==> config.mk <==
export PLATFORM = sky130hd
export DESIGN_NAME = page_recency_queue
export DESIGN_NICKNAME = d
export VERILOG_FILES = /design/src/hw/rtl/prq_pkg.sv /design/src/hw/rtl/prq_cell.sv /design/src/hw/rtl/page_recency_queue.sv
export SDC_FILE = /design/constraint.sdc
export NUM_CORES = 1
export LEC_CHECK = 0
export ABC_AREA = 1
export BUFFER_PORTS_ARGS = -buffer_cell sky130_fd_sc_hd__buf_4
export CELL_PAD_IN_SITES_DETAIL_PLACEMENT = 1
export CELL_PAD_IN_SITES_GLOBAL_PLACEMENT = 2
export CORE_MARGIN = 4
export CORE_UTILIZATION = 31
export CTS_BUF_LIST = sky130_fd_sc_hd__clkbuf_8
export DETAILED_ROUTE_END_ITERATION = 8
export GPL_TIMING_DRIVEN = 0
export PLACE_DENSITY = 0.77
export SETUP_SLACK_MARGIN = 0.4
export SYNTH_ARGS = -nofsm -noshare
export SYNTH_HDL_FRONTEND = slang
export SYNTH_HIERARCHICAL = 1
export SYNTH_SLANG_ARGS = --single-unit
==> constraint.sdc <==
create_clock -name clk_i -period 3.76 [get_ports clk_i]
set_input_delay 0.752 -clock clk_i [delete_from_list [all_inputs] [get_ports clk_i]]
set_output_delay 0.752 -clock clk_i [all_outputs]
set_load 0.005 [all_outputs]
==> src/hw/rtl/prq_pkg.sv <==
// Package for the page recency queue: beat structs, operation codes and the
// per-cell control bundle. Used by prq_cell and page_recency_queue.
`default_nettype none

package prq_pkg;

  localparam int unsigned PageW        = 16;
  localparam int unsigned OccW         = 5;
  localparam int unsigned DefaultDepth = 16;

  typedef enum logic [1:0] {
    OpPush = 2'd0,
    OpPop  = 2'd1,
    OpMove = 2'd2
  } prq_op_e;

  typedef struct packed {
    logic [1:0]       operation;
    logic [PageW-1:0] page;
  } prq_in_t;

  typedef struct packed {
    logic [PageW-1:0] page_out;
    logic             empty_flag;
    logic             full_flag;
    logic             found_flag;
    logic [OccW-1:0]  occupancy;
  } prq_out_t;

  typedef struct packed {
    logic             go;
    logic [1:0]       op;
    logic [PageW-1:0] page;
    logic             live;
    logic             tail;
    logic             head;
  } prq_cell_ctl_t;

endpackage

`default_nettype wire

==> src/hw/rtl/prq_cell.sv <==
// One slot of the page recency queue chain. Holds a page, compares it with the
// requested page and takes its right neighbor's page on a shift. Uses prq_pkg.
`default_nettype none

module prq_cell
  import prq_pkg::*;
(
  input  wire logic                 clk_i,
  input  wire prq_cell_ctl_t        ctl_i,
  input  wire logic [PageW-1:0]     next_slot_i,
  input  wire logic                 seen_i,
  output logic                      seen_o,
  output logic [PageW-1:0]          slot_o
);

  logic [PageW-1:0] slot_q;
  logic [PageW-1:0] slot_d;
  logic             match;

  assign match  = ctl_i.live && (slot_q == ctl_i.page);
  assign seen_o = seen_i || match;
  assign slot_o = slot_q;

  always_comb begin
    slot_d = slot_q;
    if (ctl_i.go) begin
      case (ctl_i.op)
        OpPush: begin
          if (ctl_i.head) begin
            slot_d = ctl_i.page;
          end
        end
        OpPop: begin
          slot_d = next_slot_i;
        end
        OpMove: begin
          if (seen_o && ctl_i.live) begin
            slot_d = ctl_i.tail ? ctl_i.page : next_slot_i;
          end
        end
        default: begin
          slot_d = slot_q;
        end
      endcase
    end
  end

  always_ff @(posedge clk_i) begin
    slot_q <= slot_d;
  end

endmodule

`default_nettype wire

==> src/hw/rtl/page_recency_queue.sv <==
// Page recency queue top level: a chain of prq_cell slots, the fill count and
// the result register. Uses prq_pkg and prq_cell.
//
// Each input beat carries an operation and a page number. Push appends the
// page at the back, pop removes and returns the front page, and move finds
// the frontmost copy of the page and moves it to the back. Every input beat
// gives exactly one output beat with the popped page, the empty, full and
// found flags and the occupancy after the operation.
// All cells compare and shift in the same cycle, so an item is finished in
// the cycle it is accepted and its registered result appears in the next.
// A new beat can be accepted every cycle unless the receiver stalls; the
// rate is set by the single result register and the match ripple in the chain.
// When the receiver stalls, the result register holds its beat and in_stall_o
// rises, so no further input beat is accepted until the result is taken.
// Reset empties the queue and clears the output valid; slot contents are
// not cleared because entries at or beyond the fill count are never read.
`default_nettype none

module page_recency_queue
  import prq_pkg::*;
#(
  parameter int unsigned Depth = DefaultDepth
) (
  input  wire logic     clk_i,
  input  wire logic     rst_ni,
  input  wire logic     in_valid_i,
  output logic          in_stall_o,
  input  wire prq_in_t  in_data_i,
  output logic          out_valid_o,
  input  wire logic     out_stall_i,
  output prq_out_t      out_data_o
);

  localparam int unsigned CntW = $clog2(Depth + 1);

  logic                  accept;
  logic [CntW-1:0]       count_q;
  logic [CntW-1:0]       count_d;
  logic                  is_empty;
  logic                  is_full;
  logic                  out_valid_q;
  logic                  out_valid_d;
  prq_out_t              out_q;
  prq_out_t              out_d;
  logic [Depth:0]        seen;
  logic [PageW-1:0]      slot [Depth];
  logic [PageW-1:0]      next_slot [Depth];
  prq_cell_ctl_t         ctl [Depth];

  assign in_stall_o = out_valid_q && out_stall_i;
  assign accept     = in_valid_i && !in_stall_o;
  assign is_empty   = (count_q == '0);
  assign is_full    = (count_q == CntW'(Depth));
  assign seen[0]    = 1'b0;

  for (genvar i = 0; i < Depth; i++) begin : g_cell
    assign ctl[i].go   = accept;
    assign ctl[i].op   = in_data_i.operation;
    assign ctl[i].page = in_data_i.page;
    assign ctl[i].live = (CntW'(i) < count_q);
    assign ctl[i].tail = (count_q == CntW'(i + 1));
    assign ctl[i].head = (count_q == CntW'(i));

    if (i == Depth - 1) begin : g_last
      assign next_slot[i] = slot[i];
    end else begin : g_mid
      assign next_slot[i] = slot[i+1];
    end

    prq_cell u_cell (
      .clk_i       (clk_i),
      .ctl_i       (ctl[i]),
      .next_slot_i (next_slot[i]),
      .seen_i      (seen[i]),
      .seen_o      (seen[i+1]),
      .slot_o      (slot[i])
    );
  end

  always_comb begin
    count_d = count_q;
    out_d   = '0;
    case (in_data_i.operation)
      OpPush: begin
        if (is_full) begin
          out_d.full_flag = 1'b1;
        end else begin
          count_d = count_q + CntW'(1);
        end
      end
      OpPop: begin
        if (is_empty) begin
          out_d.empty_flag = 1'b1;
        end else begin
          out_d.page_out = slot[0];
          count_d        = count_q - CntW'(1);
        end
      end
      OpMove: begin
        out_d.found_flag = seen[Depth];
      end
      default: begin
        count_d = count_q;
      end
    endcase
    out_d.occupancy = OccW'(count_d);
  end

  always_comb begin
    out_valid_d = out_valid_q;
    if (accept) begin
      out_valid_d = 1'b1;
    end else if (!out_stall_i) begin
      out_valid_d = 1'b0;
    end
  end

  always_ff @(posedge clk_i or negedge rst_ni) begin
    if (!rst_ni) begin
      count_q     <= '0;
      out_valid_q <= 1'b0;
    end else begin
      out_valid_q <= out_valid_d;
      if (accept) begin
        count_q <= count_d;
      end
    end
  end

  always_ff @(posedge clk_i) begin
    if (accept) begin
      out_q <= out_d;
    end
  end

  assign out_valid_o = out_valid_q;
  assign out_data_o  = out_q;

  a_count_bound: assert property (@(posedge clk_i) disable iff (!rst_ni)
    count_q <= CntW'(Depth))
    else $error("Fill count exceeds the queue depth.");

  a_push_grows: assert property (@(posedge clk_i) disable iff (!rst_ni)
    accept && (in_data_i.operation == OpPush) && !is_full
      |=> count_q == $past(count_q) + CntW'(1))
    else $error("Accepted push did not grow the queue.");

  a_empty_zero: assert property (@(posedge clk_i) disable iff (!rst_ni)
    out_valid_o && out_data_o.empty_flag |-> is_empty && (out_data_o.page_out == '0))
    else $error("Empty flag raised while the queue holds pages.");

  a_stall_held: assert property (@(posedge clk_i) disable iff (!rst_ni)
    in_stall_o |-> out_valid_o)
    else $error("Input stalled with no result waiting.");

endmodule

`default_nettype wire

==> results of run 1 <==
## critical path, delay by kind of cell (launching register included)
| kind | cells | cell delay (ns) |
|---|---|---|
| flops | 1 | 0.48 |
| buf+inv | 18 | 1.06 |
| compound gates | 3 | 0.40 |
| simple gates | 20 | 1.34 |
## kinds of logic (layout without fill, tap and decap cells)
logic type | after synthesis | count (layout)
xor+xnor | 64 | 64
other cells | 1 | 1
flops | 286 | 286
fa+ha+maj | 53 | 53
buf+inv | 595 | 830
simple gates | 1062 | 1062
compound gates | 423 | 423
## area by class of cell
| cell class | instances | area share |
|---|---|---|
| buffer | 69 | 0.0193 |
| clock buffer | 56 | 0.0341 |
| clock inverter | 39 | 0.00725 |
| inverter | 526 | 0.0883 |
| multi-input combinational | 1603 | 0.370 |
| sequential | 286 | 0.379 |
| tap | 782 | 0.0433 |
| timing repair buffer | 140 | 0.0590 |
## layout by cell type (no fill, tap or decap), types with 8 or more instances in the layout
cell                       count
sky130_fd_sc_hd__nor2_2       18
sky130_fd_sc_hd__edfxtp_1    280
sky130_fd_sc_hd__buf_12       13
sky130_fd_sc_hd__a21oi_4      14
sky130_fd_sc_hd__o21ai_1      20
sky130_fd_sc_hd__o22ai_1     256
sky130_fd_sc_hd__xnor2_1      17
sky130_fd_sc_hd__ha_1         52
sky130_fd_sc_hd__a21boi_2     10
sky130_fd_sc_hd__nand2_4      11
sky130_fd_sc_hd__clkinv_1      8
sky130_fd_sc_hd__buf_6        14
sky130_fd_sc_hd__buf_2        40
sky130_fd_sc_hd__nand3_1      47
sky130_fd_sc_hd__clkbuf_8     56
sky130_fd_sc_hd__buf_4       135
sky130_fd_sc_hd__nor2_1      208
sky130_fd_sc_hd__inv_1       500
sky130_fd_sc_hd__a21boi_4      8
sky130_fd_sc_hd__xor2_1       47
sky130_fd_sc_hd__o21ai_0      95
sky130_fd_sc_hd__nand2_2      25
sky130_fd_sc_hd__nand2_1     741
sky130_fd_sc_hd__inv_2        48
## registers in the layout (all words and copies together) (netlist names)
register and cells:
count_q 5, g_cell.u_cell/slot_o 256, out_data_o 24, out_valid_o 1
## routing by layer
metal,part of all wire,global-route usage,wire [µm],vias to the layer above
li1,-,-,-,8364
met1,0.44,0.207,25900,8144
met2,0.51,0.327,30200,139
met3,0.027,0.0267,1580,86
met4,0.019,0.0390,1130,0
met5,0,0,0,-
## final timing paths
path	startpoint	endpoint	slack, ns	cells past startpoint
setup / recovery	count_q[0]	g_cell[15].u_cell/slot_o[4]	0.18	41
hold / removal	in_valid_i	out_valid_o	0.33	3
setup reg to reg	count_q[0]	g_cell[15].u_cell/slot_o[4]	0.18	41
hold reg to reg	out_valid_o	out_valid_o	0.51	2
max in group asynchronous	rst_ni	count_q[0]	3.18	2
min in group asynchronous	rst_ni	count_q[2]	0.44	2
## through the flow
step | total power, mW | cell area (µm²) | utilization | worst slack, ns
after floorplan | 5.67 | 19100 | - | 0.320
after global placement | 6.45 | 20400 | 0.337 | -0.988
after detailed placement | 6.55 | 20500 | 0.338 | -1.01
after CTS | 9.79 | 22300 | 0.367 | 0.206
after global routing | 10.3 | 22600 | 0.373 | -0.0818
final | 9.72 | 22600 | 0.373 | 0.175
## power breakdown
group          switching, mW  total, mW  internal [mW]
Combinational           1.82       2.96           1.13
Sequential             0.159       3.99           3.83
Clock                   1.41       2.77           1.37
Total                   3.39       9.72           6.33
## timing repair
item / CTS / global route
pin swaps: 13 / 12
hold buffers: 1 / 0
hold endpoints to repair: 6 / 0
endpoints found under the setup margin: 193 / 235
setup buffers: 72 / 16
gates cloned: 1 / 2
resized for setup: 52 / 17
==> impl_summary.md, run 1 <==
Synthesis
Sorting the synthesized cells by area gives the leading types as sky130_fd_sc_hd__edfxtp_1, sky130_fd_sc_hd__nand2_1, sky130_fd_sc_hd__inv_1. The commonest cells after synthesis are sky130_fd_sc_hd__nand2_1, sky130_fd_sc_hd__inv_1, sky130_fd_sc_hd__edfxtp_1. In the post-synthesis netlist, the cell with the most instances is sky130_fd_sc_hd__nand2_1. The mux share of post-synthesis cell area is 0. The count of mapped cells out of synthesis is 2484. The area fraction in and, or, nand and nor cells after synthesis is 0.220. The largest family of logic cells by synthesized area is simple AND/OR/NAND/NOR gates. When the netlist entered floorplanning its net count stood at 2559.

In this run, synthesis produced a sequential element count of 286. The mean area per synthesized cell is 7.68 µm². Counting flops with an async set or reset pin after synthesis yields a share of 0.0210. In the synthesized netlist the dominant register cell turns out to be sky130_fd_sc_hd__edfxtp_1. Counting flops with a built-in enable in the synthesized netlist gives 280.

Of the total synthesized cell area, the portion taken by full adders, half adders and majority gates is 0.0348. The number of unique standard cell types used by synthesis is 32. The post-synthesis sequential area ratio is 0.449.

The Yosys step of the flow raised 6 warnings. The netlist area before placement is 19100 µm². The most area-hungry cell type in the Yosys netlist is sky130_fd_sc_hd__edfxtp_1.

The fraction of the mapped netlist area in compound gates is 0.142. Of the post-synthesis cell area, the dominant cell type holds 0.441. Of the total synthesized cell area, the portion taken by XOR and XNOR cells is 0.0294.

Power
The power density normalized to cell area is 430 nW/µm². The static leakage is 10.7 nW. The maximum resistive drop on vdd is 221 µV.

Floorplan
The initialized floorplan defines 90 standard-cell rows. The core outline area is 60600 µm². From bottom edge to top edge, the die measures 256 µm.

Measured along the x axis, the die boundary spans 256 µm. The floorplan step defined a die boundary enclosing 65500 µm². 48 I/O pins were placed. For this configuration, the core starts out at a cell density of 0.315.

STA
Of the available clock period, the critical path in the final layout requires 0.953. For the finished layout, the period the worst path requires is 3.58 ns. Adding up every negative setup slack in the final design gives 0 ns. The slew at the pin closest to its max-slew limit is 0.983 ns.

The final number of setup-violating endpoints is 0. In this run the tightest slew margin relative to its limit is 0.344. The worst hold-check slack is 0.329 ns. Setup repair after global routing could not meet its margin everywhere. The number of hold violations in the final report was 0. The highest clock frequency the design can meet is 279 MHz. The count of final max-slew check failures came to 0. The post-route clock skew is 0.0250 ns.

Setup path
The critical path in this run is classified as reg -> reg. In this design, the stage delay of the slowest critical-path cell is 0.48 ns. STA classifies the critical path startpoint as a flip-flop. For the worst setup path, the data required time is 4.13 ns. The cell repeated most along the worst path is sky130_fd_sc_hd__inv_2. The worst setup path is captured at a flip-flop.

The largest driver fanout on the critical path is 8. The cell with the biggest individual delay on the critical path is sky130_fd_sc_hd__dfrtp_2. The worst endpoint data arrival time is 3.96 ns.

Drt
After detailed routing, the average wire length per cell comes to 16.8 µm. The total number of vias is 16.7k. Summed over all layers, the routed wires come to 58800 µm.

The count of nets left with antenna violations once routing finished came out at 0. The via-per-instance ratio is 4.78. The number of DRC markers in iteration 0 is 695.

In the routed design, unresolved DRC markers number 0. The first TritonRoute pass finished after 5 iterations.

Global route
The initial antenna violation count is 0. In the global route stage, overall resource usage came out at 0.173. The number of global-route vias before repair came to 18.1k. Entering global routing, the biggest net connects 49 pins.

The total grt overflow is 0. The wire length of the first global-routing pass is 94000 µm.

Clocking
The root buffer cell chosen for the clock tree is sky130_fd_sc_hd__clkbuf_8. TritonCTS built the clock tree. The worst-skew pair later-pin latency is 0.66 ns. The number of sinks handled by clock tree synthesis is 286. After clock tree synthesis, the clock-pin slew on the worst setup and hold paths is 0.05 ns. The number of clock buffers added by TritonCTS is 56.

The deepest level of the CTS H-tree is 2. The number of buffers on the longest clock path is 3.

Placement
The cell count after placement is 3314. The routability congestion estimate is 0.792. Detailed placement finished with a half-perimeter wire length of 41100 µm. Port buffering added 47 buffers.

Cells and area
The footprint of the multi-input gates is 8360 µm². The repair_antennas step left the layout with diodes totalling 0. The register area is 8560 µm². Once layout is complete, the cells apart from fillers number 3501.

The ratio of cells with drive above 1 in the final layout is 0.155. The area growth from synthesis to final layout is 18.5%. The filler cell count is 7410.

The count of nets after finishing is 2757.

Hold path
The type of the most critical hold path is in -> reg.

Job
The max capacitance violation total is 0.

Outcome
The run finished with clean final reports.
Power figures use the tool's default switching activity.
==> run 2, diff against run 1 <==
--- a/config.mk
+++ b/config.mk
@@ -5,7 +5,7 @@
 export SDC_FILE = /design/constraint.sdc
 export NUM_CORES = 1
 export LEC_CHECK = 0
-export ABC_AREA = 1
+export ABC_AREA = 0
 export BUFFER_PORTS_ARGS = -buffer_cell sky130_fd_sc_hd__buf_4
 export CELL_PAD_IN_SITES_DETAIL_PLACEMENT = 1
 export CELL_PAD_IN_SITES_GLOBAL_PLACEMENT = 2
@@ -14,8 +14,7 @@
 export CTS_BUF_LIST = sky130_fd_sc_hd__clkbuf_8
 export DETAILED_ROUTE_END_ITERATION = 8
 export GPL_TIMING_DRIVEN = 0
-export PLACE_DENSITY = 0.77
-export SETUP_SLACK_MARGIN = 0.4
+export PLACE_DENSITY = 0.67
 export SYNTH_ARGS = -nofsm -noshare
 export SYNTH_HDL_FRONTEND = slang
 export SYNTH_HIERARCHICAL = 1
==> constraint.sdc (replaced) <==
create_clock -name clk_i -period 4.3 [get_ports clk_i]
set_input_delay 0.86 -clock clk_i [delete_from_list [all_inputs] [get_ports clk_i]]
set_output_delay 0.86 -clock clk_i [all_outputs]
set_load 0.005 [all_outputs]
==> run 2 against run 1 <==
- largest power group unchanged
- sequential share of layout area up 5.7 points
- worst hold slack better by 0.085 ns
- utilization down 0.24 points
- highest routed layer unchanged
- the run now ends with negative setup slack left
- total power down 21%
==> impl_summary.md, run 2 <==
Outcome
The flow ran to the end, but the final reports show violations. The final reports fail on negative setup slack.

Floorplan
The boundary pin count is 48 (unchanged). The starting utilization of the core area was 0.315 (+0.000518). The total die area is 57600 µm² (-12%).

The core outline area is 53000 µm² (-13%). The x dimension of the die is 240 µm (-6.2%). The placement row count is 84 (-6.7%). The height of the chip is 240 µm (-6.2%).

Setup path
The register-to-register setup slack is -1.16 ns (-1.34 ns). The required time at the endpoint of the critical path came to 4.63 ns (+0.50 ns). STA classifies the critical path startpoint as a flip-flop. The length in cells of the worst reg-to-reg path is 23 (-44%).

The largest driver fanout on the critical path is 8 (unchanged). The worst endpoint data arrival time is 5.79 ns (+1.83 ns). The termination of the worst setup path is g_cell[15].u_cell/slot_o[10]. The worst register-to-register path begins at count_q[0].

The sort of element at the end of the critical path is a flip-flop. The startpoint of the worst setup timing path is count_q[0]. The worst register-to-register path ends at g_cell[15].u_cell/slot_o[10]. The critical path class is reg -> reg.

Global route
The initial antenna violation count came to 1 (+1). The largest net degree at the start of global routing is 41 (-16%). The global router's overall resource usage is 0.167 (-0.00636).

The number of global-route vias before repair is 13.2k (-27%). The wire length of the first global-routing pass is 75800 µm (-19%). The total grt overflow is 0 (unchanged).

Synthesis
sky130_fd_sc_hd__edfxtp_1 takes more of the synthesized area than any other cell. The count of mapped cells out of synthesis is 1387 (-44%). The number of unique standard cell types used by synthesis is 57 (+78%). The register bit total from synthesis is 286 (unchanged). The number of warning messages in the yosys log is 6 (unchanged). The mean area per synthesized cell was 12.0 µm² (+57%). The fraction of synthesized cell area taken by the top area cell type is 0.503 (+0.0625). The number of flops mapped to enable cells by yosys is 280 (unchanged). The commonest cells after synthesis are sky130_fd_sc_hd__edfxtp_1, sky130_fd_sc_hd__a22o_1, sky130_fd_sc_hd__xor2_1. The proportion of register bits with asynchronous set or reset after synthesis is 0.0210 (unchanged). The most instantiated flip-flop cell in the synthesis netlist is sky130_fd_sc_hd__edfxtp_1. The post-synthesis sequential area ratio is 0.512 (+0.0637).

The library cell with the highest instance count after synthesis is sky130_fd_sc_hd__edfxtp_1. Yosys attributes the largest share of cell area to sky130_fd_sc_hd__edfxtp_1, sky130_fd_sc_hd__a22o_1, sky130_fd_sc_hd__xor2_1. The netlist area before placement came to 16700 µm² (-12%).

Clocking
The number of sinks handled by clock tree synthesis is 286 (unchanged). The number of buffers on the longest clock path came to 3 (unchanged). The TritonCTS clock tree is yes.

The clock buffer count from CTS is 53 (-5.4%). The clock-pin slew on the worst setup and hold paths was 0.06 ns (about the same). The cell chosen for the clock root is sky130_fd_sc_hd__clkbuf_8. The deepest level of the CTS H-tree is 2 (unchanged).

The worst-skew pair later-pin latency is 0.66 ns (about the same).

Job
The max capacitance violation total is 0 (unchanged).

Drt
The remaining number of nets flagged by the antenna check after routing was 0 (unchanged). The overall routed net length is 48500 µm (-18%). The final routed wire length divided by cell count is 21.6 µm (+28%). The number of DRC markers in iteration 0 is 574 (-17%). The number of optimization iterations in the first detailed-route pass is 6 (+1). The number of remaining DRC errors is 0 (unchanged). The via-per-instance ratio was 5.41 (+13%). The total number of vias is 12.2k (-27%).

STA
The count of final max-slew check failures is 0 (unchanged). The highest clock frequency the design can meet was 183 MHz (-34%). The final number of setup-violating endpoints was 97 (+97). The relative slew slack is 0.0599 (-0.284). The slew at the pin closest to its max-slew limit is 1.39 ns (+0.409 ns).

Setup repair after global routing could not meet its margin everywhere. The sum of negative setup slack is -59.72 ns (-59.72 ns). The number of hold violations in the final report is 0 (unchanged). The post-route clock skew is 0.0366 ns (+0.0117 ns). The minimum period implied by the final worst setup slack is 5.46 ns (+1.88 ns). The setup slack of the critical path after layout was -1.16 ns (-1.34 ns). The final clock period utilization by the worst path is 1.27 (+0.317).

Hold path
The type of the most critical hold path is in -> reg.

Cells and area
The fraction of the core area covered by cells at the end of the flow is 0.371 (-0.00238). Leaving out fill and tap cells, the most frequent cell in the layout is sky130_fd_sc_hd__edfxtp_1. From synthesis to final layout, the design area changed by 17.6%. The number of flip-flops under the largest register name is 256 (unchanged). The final non-filler cell area is 19600 µm² (-13%). The top cell types in the final layout, fill and taps aside, are sky130_fd_sc_hd__edfxtp_1, sky130_fd_sc_hd__a22o_1, sky130_fd_sc_hd__xor2_1, sky130_fd_sc_hd__inv_1, sky130_fd_sc_hd__buf_4. The count of nets after finishing is 1594 (-42%).

The final cell count without fillers is 2248 (-36%). The ratio of cells with drive above 1 in the final layout is 0.162 (+0.00644).

Placement
The standard cell area after detailed placement is 18100 µm² (-12%). The routability congestion estimate is 0.775 (-2.2%). The number of port buffers came to 47 (unchanged). The cell count after placement is 2126 (-36%). The HPWL after detailed placement is 32800 µm (-20%).

Power
The static leakage was 7.30 nW (-32%). The final total power was 7.70 mW (-21%). The maximum resistive drop on vdd is 199 µV (-9.9%).

The power density normalized to cell area is 392 nW/µm² (-8.8%).
## run 2: layer usage
layer,part of all wire,GRT usage
met5,0,0
met3,0.031,0.0240
met4,0.020,0.0500
met2,0.50,0.293
met1,0.45,0.214
## run 2: worst min path at each step
stage | from | to | slack [ns] | depth (start not counted)
global placement | g_cell[0].u_cell/slot_o[6] | out_data_o[14] | 0.55 | 1
CTS | in_valid_i | out_valid_o | 0.35 | 2
global route | in_valid_i | out_valid_o | 0.37 | 2
detailed placement | g_cell[0].u_cell/slot_o[15] | out_data_o[23] | 0.57 | 1
finish | in_valid_i | out_valid_o | 0.41 | 2
floorplan | g_cell[0].u_cell/slot_o[6] | out_data_o[14] | 0.52 | 1
## run 2: timing repair
action                     CTS  global route
cloned                       4             1
gates resized for setup     29            16
hold endpoints to repair     6             0
setup endpoints to repair  177           145
pin swaps                   11            11
hold buffers                 1             0
setup buffers               11            10
## run 2: per-stage QoR
stage | hold slack, ns | setup WS, ns
2_1_floorplan | 0.525 | -0.599
3_3_place_gp | 0.552 | -1.60
3_5_place_dp | 0.570 | -1.66
4_1_cts | 0.352 | -1.14
5_1_grt | 0.368 | -1.32
6_report | 0.414 | -1.16
## run 2: kinds of logic (layout without fill, tap and decap cells)
group / Yosys count / in the layout / share of synthesized area
flops: 286 / 286 / 0.512
xor+xnor: 196 / 196 / 0.103
fa+ha+maj: 53 / 53 / 0.0397
other cells: 1 / 3 / 0.000225
compound gates: 405 / 408 / 0.200
simple gates: 284 / 284 / 0.0996
mux: 8 / 8 / 0.00480
buf+inv: 154 / 322 / 0.0404
## run 2: power by group
part / internal [mW] / switching (mW)
clock network: 1.40 / 1.22
registers: 3.30 / 0.126
logic: 0.689 / 0.967
total: 5.39 / 2.31
## run 2: cell type report
type / count / area (µm²)
Multi-Input combinational cell: 951 / 7850
Sequential cell: 286 / 8560
Inverter: 110 / 417
Fill cell: 5721 / 33300
Antenna cell: 1 / 2.50
Timing Repair Buffer: 73 / 644
Clock buffer: 53 / 729
Tap cell: 688 / 861
Clock inverter: 42 / 299
Buffer: 44 / 273
## run 2: critical path, cell delays in order (launching register included)
cell and delay [ns]:
sky130_fd_sc_hd__dfrtp_1 0.39, sky130_fd_sc_hd__buf_6 0.13, sky130_fd_sc_hd__or3_4 0.32, sky130_fd_sc_hd__or3_4 0.44, sky130_fd_sc_hd__o2111ai_4 0.10, sky130_fd_sc_hd__nor4_4 0.07, sky130_fd_sc_hd__nand4_1 0.14, sky130_fd_sc_hd__or2b_1 0.26
sky130_fd_sc_hd__or2b_1 0.25, sky130_fd_sc_hd__o21bai_4 0.18, sky130_fd_sc_hd__o21bai_4 0.17, sky130_fd_sc_hd__o21bai_4 0.17, sky130_fd_sc_hd__o21bai_4 0.18, sky130_fd_sc_hd__o21bai_4 0.18, sky130_fd_sc_hd__o21bai_4 0.17, sky130_fd_sc_hd__o21bai_4 0.18
sky130_fd_sc_hd__o21bai_4 0.17, sky130_fd_sc_hd__or2b_1 0.26, sky130_fd_sc_hd__or2b_1 0.24, sky130_fd_sc_hd__or2b_1 0.26, sky130_fd_sc_hd__or2b_1 0.25, sky130_fd_sc_hd__or2b_1 0.26, sky130_fd_sc_hd__nand2_2 0.15, sky130_fd_sc_hd__a31oi_4 0.20
